[src/sv/isr_pkg.sv]
package isr_pkg;

  // Fixed field widths of the stream words
  localparam int unsigned RadicandW = 64;
  localparam int unsigned RootW     = 32;

  // Handshake between neighboring cells: valid goes down the chain
  typedef struct packed {
    logic valid;
  } isr_fwd_t;

  // Ready goes up the chain
  typedef struct packed {
    logic ready;
  } isr_bwd_t;

endpackage

[src/sv/isr_cell.sv]
// One root-bit decision: bring down two radicand bits, try root*4+1 against
// the partial remainder, keep the bit if it fits. Holds its word until the
// next cell takes it.
module isr_cell
  import isr_pkg::*;
#(
  parameter int unsigned RootBits = 32
) (
  input  logic                    clk_i,
  input  logic                    rst_ni,
  input  isr_fwd_t                up_fwd_i,
  output isr_bwd_t                up_bwd_o,
  input  logic [2*RootBits-1:0]   rad_i,
  input  logic [RootBits:0]       rem_i,
  input  logic [RootBits-1:0]     root_i,
  output isr_fwd_t                dn_fwd_o,
  input  isr_bwd_t                dn_bwd_i,
  output logic [2*RootBits-1:0]   rad_o,
  output logic [RootBits:0]       rem_o,
  output logic [RootBits-1:0]     root_o
);

  logic                    valid_q;
  logic                    advance;
  logic [RootBits+2:0]     rem_sh;
  logic [RootBits+2:0]     trial;
  logic                    fits;
  logic [RootBits+2:0]     diff;
  logic [RootBits:0]       root_sh;
  logic [2*RootBits+1:0]   rad_sh;
  logic [2*RootBits-1:0]   rad_d, rad_q;
  logic [RootBits:0]       rem_d, rem_q;
  logic [RootBits-1:0]     root_d, root_q;

  // Take a new word when empty or when the next cell drains this one
  assign advance        = !valid_q || dn_bwd_i.ready;
  assign up_bwd_o.ready = advance;

  // Trial subtract of (root << 2) | 1 from the shifted remainder
  assign rem_sh  = {rem_i, rad_i[2*RootBits-1 -: 2]};
  assign trial   = {1'b0, root_i, 2'b01};
  assign fits    = (rem_sh >= trial);
  assign diff    = rem_sh - trial;
  assign root_sh = {root_i, fits};
  assign rad_sh  = {rad_i, 2'b00};

  always_comb begin
    rad_d  = rad_sh[2*RootBits-1:0];
    root_d = root_sh[RootBits-1:0];
    if (fits) begin
      rem_d = diff[RootBits:0];
    end else begin
      rem_d = rem_sh[RootBits:0];
    end
  end

  // Clear valid under reset
  always_ff @(posedge clk_i or negedge rst_ni) begin
    if (!rst_ni) begin
      valid_q <= 1'b0;
    end else if (advance) begin
      valid_q <= up_fwd_i.valid;
    end
  end

  // Payload: load on advance only
  always_ff @(posedge clk_i) begin
    if (advance && up_fwd_i.valid) begin
      rad_q  <= rad_d;
      rem_q  <= rem_d;
      root_q <= root_d;
    end
  end

  assign dn_fwd_o.valid = valid_q;
  assign rad_o          = rad_q;
  assign rem_o          = rem_q;
  assign root_o         = root_q;

endmodule

[config.mk]
export PLATFORM = sky130hd
export DESIGN_NAME = isr_cell
export DESIGN_NICKNAME = d
export VERILOG_FILES = /design/src/sv/isr_pkg.sv /design/src/sv/isr_cell.sv
export SDC_FILE = /design/constraint.sdc
export NUM_CORES = 1
export LEC_CHECK = 0
export ABC_CLOCK_PERIOD_IN_PS = 6000
export BUFFER_PORTS_ARGS = -buffer_cell sky130_fd_sc_hd__buf_2
export CAP_MARGIN = 20
export CORE_AREA = 2 2 112 114
export CTS_CLUSTER_SIZE = 8
export DETAILED_ROUTE_END_ITERATION = 6
export DIE_AREA = 0 0 114 116
export HOLD_SLACK_MARGIN = 0.12
export PLACE_DENSITY = 0.82
export RECOVER_POWER = 50
export SLEW_MARGIN = 20
export SYNTH_ARGS = -nofsm -noshare
export SYNTH_HDL_FRONTEND = slang
export SYNTH_SLANG_ARGS = --single-unit
export TNS_END_PERCENT = 1
[constraint.sdc]
create_clock -name clk_i -period 6 [get_ports clk_i]
set_input_delay 1.2 -clock clk_i [delete_from_list [all_inputs] [get_ports clk_i]]
set_output_delay 1.2 -clock clk_i [all_outputs]
set_load 0.01 [all_outputs]
==> key figures, run 1 <==
Outcome
  • Status: finished, violations left
  • Failing checks: capacitance limit, slew limit

Die
  • IO Pins: 264
  • Core Box Area: roughly 12000 um2
  • Vert. Die Dim: between 100 and 150 um
  • Die area: 13200 um2
  • Initial Util: 51.6%
  • Die X: 114 um
  • Row count: 40

Power
  • Comb pwr share: between 10% and 20%
  • Pwr Total: 2.55 mW
  • Sequential power share: between 40% and 50%
  • Power share of the clock group: 41.2%
  • Peak VDD IR: 0.000157 V
  • Pleak: approximately 3.4 nW
  • Power Dens Cells: ~320 nW/um2
  • Sw Pwr: 0.653 mW
  • Int Pwr: 1.90 mW
  • Switch share: 25.6%

STA
  • Worst Skew: 0.00636 ns
  • Final TNS setup: 0 ns
  • Hold Fails Final Rpt: 0
  • Least-Margin Pin Slew: 1.67 ns
  • Setup slack after layout: 1.74 ns
  • Final setup vio count: 0
  • Slew margin rel.: -11.4%
  • RSZ-0062 raised after global routing: no
  • Slew Viols, Final: 29
  • Fmax: 235 MHz
  • Tcrit/Tclk final: 71.0%
  • Final min period: 4.26 ns

Worst setup path
  • Delay-heaviest family, CP: compound AO/OA/AOI/OAI gates
  • WS Path Type: input pin to flop
  • Crit. End Element: flop
  • CP Max Fanout: 34
  • Most Frequent Cell on Critical Path: a21oi_1
  • Slowest CP cell: o21ai_4
  • CP startpoint: root_i[0]
  • Worst Path Arrival: about 4.4 ns
  • Critical Path RT: 6.16 ns
  • CP endpoint: rem_o[14]$_DFFE_PP_
  • Reg2reg start: dn_fwd_o$_DFFE_PN0N_
  • R2R setup slack: 3.03 ns
  • Crit path launch type: input pin
  • Cells along the critical path: buf_2, inv_1, ha_1, o21ai_0, a211oi_2, nand2_1, a221o_1, a21oi_1, a21oi_1, o21ai_4, buf_4, mux2_2
  • Max incr delay on CP: 0.67 ns
  • R2R depth: 3
  • Buf/Inv on CP: 3
  • CP Depth: 12
  • RR Endpoint: rem_o[6]$_DFFE_PP_

Detailed routing
  • DR vias: 4843
  • DRC viols: 0
  • Post-Route WL: 15500 um
  • DR vias/cell: 5.28
  • Wirelength per Cell: 16.8 um
  • First-pass DRT Iterations: 5
  • DRT antenna net count: 0
  • Initial DRC count: around 390

GRT
  • Grt ovf: 0
  • Vias in the first global route: 4722
  • Largest net degree at the start of global routing: 62
  • Total GRT Usage: 22.7%
  • Initial antenna violation count: 0
  • First-pass GRT wire length: around 23000 um

Clocking
  • Clk buf depth: 2
  • Total CTS buffers: 17
  • Worst-Skew Late Latency: 0.41 ns
  • Post-cts resize count: 0
  • Post-CTS Repair Setup Buffers: 0
  • CTS tree: yes
  • CTS root buffer: clkbuf_16
  • H-tree depth: 4
  • Worst-path clk slew: 0.06 ns
  • Hold buffers post-CTS: 0
  • Sink Count: 128

Cells and area
  • # fillers: about 900
  • Antenna diodes: 0
  • Area of the multi-input gates: 2070 um2
  • Fin cells: 918
  • Fin util: 67.7%
  • Ratio of cells with drive above 1 in the final layout: 27.9%
  • # nets final: 925
  • Syn-to-layout area delta: 31.2%
  • FF+latch area: 3840 um2

Placement
  • Port Buffers: 261
  • Cell Count Post-Placement: 886
  • Placer Congestion: 0.834
  • Pre-CTS setup slack: between 1 and 1.5 ns
  • DPL Wire Length: about 12000 um

Logic synthesis
  • Mapped Area: a little over 6000 um2
  • Synth top area cells: edfxtp_1 (62%), ha_1 (6.9%), a21oi_1 (4.6%), xnor2_1 (2.7%), nor2_1 (2.6%)
  • Yosys cell types: just under 50
  • Sequential element share of the synthesized area: 62.5%
  • Post-Syn Instances: 492
  • Post-synth top area share: 62.1%
  • Yosys reg bits: 128
  • Yosys top cell by area: edfxtp_1
  • Yosys warns: 0
  • Avg Inst Size Synth: 12.5 um2

Worst hold path
  • Hold Path Class: input pin to async pin

Flow run
  • Max-Cap Viols: 1
[synthesized netlist by cell type (all sizes together)]
master   number
edfxtp      127
a21oi        58
nor2         42
inv          39
ha           34
nand2        28
o21ai        21
xnor2        19
buf          13
a21o          9
xor2          9
nand3         8
o21a          8
mux2          7
nand2b        6
nand4         6
o21bai        6
a211oi        5
a31oi         5
clkbuf        5
nor3          5
a221o         3
and3          3
o31ai         3
a221oi        2
a41oi         2
and2          2
o211ai        2
a2111o        1
a21boi        1
and4          1
conb          1
dfrtp         1
nor2b         1
nor3b         1
nor4          1
o2111ai       1
o211a         1
o221ai        1
o22ai         1
o31a          1
or2b          1
or4           1
[power groups by stage]
| stage | registers [mW] | logic (mW) | clock network, mW |
|---|---|---|---|
| floorplan | 1.14 | 0.231 | 0 |
| global placement | 1.10 | 0.413 | 0 |
| detailed placement | 1.10 | 0.422 | 0 |
| CTS | 1.08 | 0.427 | 1.07 |
| global route | 1.09 | 0.458 | 1.10 |
| finish | 1.08 | 0.415 | 1.05 |
[stage by stage]
step	hold slack (ns)	instance area (um2)
floorplan	0.622	6150
global placement	0.510	7570
detailed placement	0.577	7570
CTS	0.534	8180
global route	0.532	8060
finish	0.549	8060
[cell families after synthesis]
logic type	after synthesis	share of synthesized area (%)
compound gates	131	13.5
flops	128	62.5
simple gates	106	7.78
buf+inv	57	4.01
fa+ha+maj	34	6.92
xor+xnor	28	3.99
mux	7	1.28
other cells	1	0.0610
[layout by cell type, fill, tap and decap left out, types with 3 or more instances in the layout]
| cell type | synthesis | routed |
|---|---|---|
| a31oi_1 | 5 | 5 |
| o21bai_1 | 6 | 6 |
| nand3_1 | 8 | 8 |
| and3_1 | 3 | 3 |
| buf_2 | 8 | 168 |
| inv_6 | 0 | 4 |
| xor2_1 | 9 | 9 |
| nor2_1 | 42 | 42 |
| nor3_1 | 5 | 5 |
| ha_1 | 34 | 34 |
| inv_1 | 39 | 39 |
| nand4_1 | 6 | 6 |
| nand2b_1 | 6 | 6 |
| clkbuf_16 | 0 | 17 |
| bufinv_16 | 0 | 3 |
| mux2_2 | 7 | 7 |
| o21a_1 | 8 | 8 |
| clkbuf_1 | 5 | 94 |
| xnor2_1 | 19 | 19 |
| nand2_1 | 28 | 28 |
| edfxtp_1 | 127 | 127 |
| buf_4 | 4 | 3 |
| clkinvlp_4 | 0 | 3 |
| a21oi_1 | 56 | 56 |
| a211oi_1 | 3 | 3 |
| o21ai_0 | 20 | 20 |
| a221o_1 | 3 | 3 |
| a21o_1 | 9 | 9 |
[metal layers]
metal / global-route usage [%] / wire length [um] / up-vias
li1: - / - / 2346
met1: 24.9 / 5920 / 2255
met2: 39.8 / 7960 / 202
met3: 6.28 / 1050 / 40
met4: 12.7 / 526 / 0
met5: 0 / 0 / -
[state kept, by name (all words and copies together) (netlist names)]
name,cells
rad_o,62
rem_o,33
dn_fwd_o,1
root_o,32
[worst min path at each step]
stage	slack (ns)	to	start
2_1_floorplan	0.62	dn_fwd_o$_DFFE_PN0N_	dn_fwd_o$_DFFE_PN0N_
3_3_place_gp	0.51	dn_fwd_o$_DFFE_PN0N_	dn_fwd_o$_DFFE_PN0N_
3_5_place_dp	0.58	dn_fwd_o$_DFFE_PN0N_	dn_fwd_o$_DFFE_PN0N_
4_1_cts	0.53	dn_fwd_o$_DFFE_PN0N_	rst_ni
5_1_grt	0.53	dn_fwd_o$_DFFE_PN0N_	rst_ni
6_report	0.55	dn_fwd_o$_DFFE_PN0N_	rst_ni
[area by class of cell]
class                      count  area share, %
clock inverter                14           2.25
clock buffer                  18           5.32
sequential                   128           47.6
tap                          147           2.28
multi-input combinational    308           25.7
timing repair buffer         264           15.0
inverter                      39           1.82
No activity file was read; power rests on OpenSTA's default activity.
==> run 2: changes to the inputs <==
--- a/config.mk
+++ b/config.mk
@@ -5,15 +5,15 @@
 export SDC_FILE = /design/constraint.sdc
 export NUM_CORES = 1
 export LEC_CHECK = 0
-export ABC_CLOCK_PERIOD_IN_PS = 6000
+export ABC_CLOCK_PERIOD_IN_PS = 3400
 export BUFFER_PORTS_ARGS = -buffer_cell sky130_fd_sc_hd__buf_2
 export CAP_MARGIN = 20
-export CORE_AREA = 2 2 112 114
+export CORE_AREA = 2 2 123 125
 export CTS_CLUSTER_SIZE = 8
 export DETAILED_ROUTE_END_ITERATION = 6
-export DIE_AREA = 0 0 114 116
+export DIE_AREA = 0 0 125 127
 export HOLD_SLACK_MARGIN = 0.12
-export PLACE_DENSITY = 0.82
+export PLACE_DENSITY = 0.72
 export RECOVER_POWER = 50
 export SLEW_MARGIN = 20
 export SYNTH_ARGS = -nofsm -noshare
==> constraint.sdc (replaced) <==
create_clock -name clk_i -period 3.4 [get_ports clk_i]
set_input_delay 0.68 -clock clk_i [delete_from_list [all_inputs] [get_ports clk_i]]
set_output_delay 0.68 -clock clk_i [all_outputs]
set_load 0.01 [all_outputs]
==> run 2 against run 1 <==
  * The run now ends clean
  * Die area grew 20%
  * Non-clock buffer count grew 24
  * Hold slack lost 0.12 ns
  * Sequential cell count is the same
  * Global-route usage shrank 2.3 points
  * Register-to-register slack lost 1.3 ns
  * Final cell count grew 6.6%
  * Critical path type unchanged
  * Critical endpoint is now rem_o[30]$_DFFE_PP_
==> key figures, run 2 (same netlist as run 1, synthesis figures left out) <==
Worst setup path
  • Crit path launch type: input pin
  • Max incr delay on CP: 0.52 ns
  • Critical Path RT: 3.57 ns
  • R2R setup slack: 1.77 ns
  • R2R depth: 3
  • Reg2reg start: dn_fwd_o$_DFFE_PN0N_
  • Crit. End Element: flop
  • Delay-heaviest family, CP: compound AO/OA/AOI/OAI gates
  • WS Path Type: input pin to flop
  • Most Frequent Cell on Critical Path: a21oi_1
  • Buf/Inv on CP: 2
  • Worst Path Arrival: roughly 3.2 ns
  • Slowest CP cell: o31ai_1
  • Cells along the critical path: buf_2, inv_1, ha_1, o21a_1, o31ai_2, a21oi_1, a221o_1, a21oi_2, o31ai_1, a21oi_1, xnor2_1, mux2_2
  • RR Endpoint: rem_o[29]$_DFFE_PP_
  • CP Max Fanout: 5

Cells and area
  • Antenna diodes: 0
  • Finished Cell Area: approximately 8300 um2
  • Syn-to-layout area delta: 34.7%
  • # fillers: 1267
  • Commonest non-fill, non-tap cell in the layout: buf_2
  • Max reg flops: 62
  • # nets final: 949
  • Ratio of cells with drive above 1 in the final layout: 27.0%
  • Commonest non-fill, non-tap cells in the layout: buf_2 (144), edfxtp_1 (127), clkbuf_1 (118)

Detailed routing
  • Wirelength per Cell: 16.8 um
  • Initial DRC count: 392
  • DRC viols: 0
  • DR vias/cell: 5.07
  • Post-Route WL: 16400 um
  • DRT antenna net count: 0
  • First-pass DRT Iterations: 4
  • DR vias: 4968

GRT
  • Vias in the first global route: 4974
  • Grt ovf: 0
  • Total GRT Usage: 20.4%
  • Largest net degree at the start of global routing: 128
  • Initial antenna violation count: 0
  • First-pass GRT wire length: 25500 um

Die
  • Row count: 44
  • Core Box Area: 14400 um2
  • Die area: 15900 um2
  • Die X: 125 um
  • Initial Util: 42.6%
  • IO Pins: 264
  • Vert. Die Dim: ~130 um

STA
  • Least-Margin Pin Slew: a little under 0.7 ns
  • Worst Skew: about 0.006 ns
  • RSZ-0062 raised after global routing: no
  • Slew Viols, Final: 0
  • Hold WS: 0.434 ns
  • Final min period: 3.01 ns
  • Hold Fails Final Rpt: 0
  • Slew margin rel.: 54.6%
  • Fmax: 332 MHz
  • Tcrit/Tclk final: 88.5%
  • Final setup vio count: 0

Worst hold path
  • Hold Path Class: input pin to flop
  • Worst hold start: rad_i[23]
  • Hold path cells: 1
  • Hold EP: rad_o[25]$_DFFE_PP_

Clocking
  • Worst-path clk slew: approximately 0.060 ns
  • Total CTS buffers: 17
  • Clk buf depth: 2
  • CTS tree: yes
  • Worst-Skew Late Latency: 0.42 ns
  • CTS root buffer: clkbuf_16
  • Sink Count: 128
  • H-tree depth: 4

Power
  • Power Dens Cells: 551 nW/um2
  • Pleak: 3.43 nW
  • Peak VDD IR: around 0.00029 V
  • Pwr Total: 4.56 mW

Outcome
  • Status: finished clean

Placement
  • Placement Cell Area: 7800 um2
  • DPL Wire Length: 12600 um
  • Port Buffers: approximately 260
  • Placer Congestion: 0.859

Flow run
  • Max-Cap Viols: 0
run 2: cell types whose count changed in the layout (fill, tap and decap cells not counted):
| cell | delta |
|---|---|
| clkinvlp_4 | -2 |
| buf_2 | -24 |
| and2_4 | +1 |
| inv_6 | -2 |
| clkbuf_1 | +24 |
| clkinv_2 | +1 |
| dlygate4sd3_1 | +1 |
| buf_4 | +22 |
| inv_8 | +1 |
| clkinv_4 | +2 |
| buf_12 | +1 |
| and2_0 | -1 |
run 2: area by class of cell:
cell class	instances	area, um2	area share, %
sequential	128	3840	46.4
tap	184	230	2.78
timing repair buffer	288	1380	16.6
clock inverter	14	183	2.21
multi-input combinational	308	2070	25.0
clock buffer	18	429	5.19
inverter	39	146	1.77
run 2: per-stage QoR:
stage / std cells / worst slack, ns / util [%] / TNS [ns]
after floorplan: 493 / 0.343 / - / 0
after global placement: 946 / 0.000703 / 54.1 / 0
after detailed placement: 946 / -0.0303 / 54.1 / -0.0303
after CTS: 979 / 0.417 / 58.4 / 0
after global routing: 979 / 0.0984 / 57.4 / 0
final: 979 / 0.392 / 57.4 / 0
run 2: worst max-delay path by stage:
stage | start | endpoint | slack (ns) | cells past startpoint
global placement | root_i[1] | rem_o[30]$_DFFE_PP_ | 0.0007 | 12
finish | root_i[1] | rem_o[30]$_DFFE_PP_ | 0.39 | 12
floorplan | root_i[5] | rem_o[32]$_DFFE_PP_ | 0.34 | 11
global route | root_i[7] | rem_o[16]$_DFFE_PP_ | 0.1 | 13
detailed placement | root_i[1] | rem_o[30]$_DFFE_PP_ | -0.03 | 12
CTS | root_i[1] | rem_o[30]$_DFFE_PP_ | 0.42 | 12
run 2: where the power goes:
| part | total, mW | switching (mW) | internal [mW] |
|---|---|---|---|
| logic | 0.772 | 0.450 | 0.322 |
| registers | 1.91 | 0.0291 | 1.88 |
| clock network | 1.87 | 0.706 | 1.17 |
| total | 4.56 | 1.18 | 3.37 |
run 2: layer usage:
layer	global-route usage, %	up-vias	routed length [um]
met1	23.7	2328	6580
met3	5.61	38	1100
met4	9.02	0	453
met2	35.5	200	8300
li1	-	2402	-
met5	0	-	0
run 2: timing repair:
item | 4_1_cts | 5_1_grt
hold endpoints to repair | 1 | 0
hold buffers | 1 | 0
resized for setup | 0 | 0
buffers inserted | 0 | 0
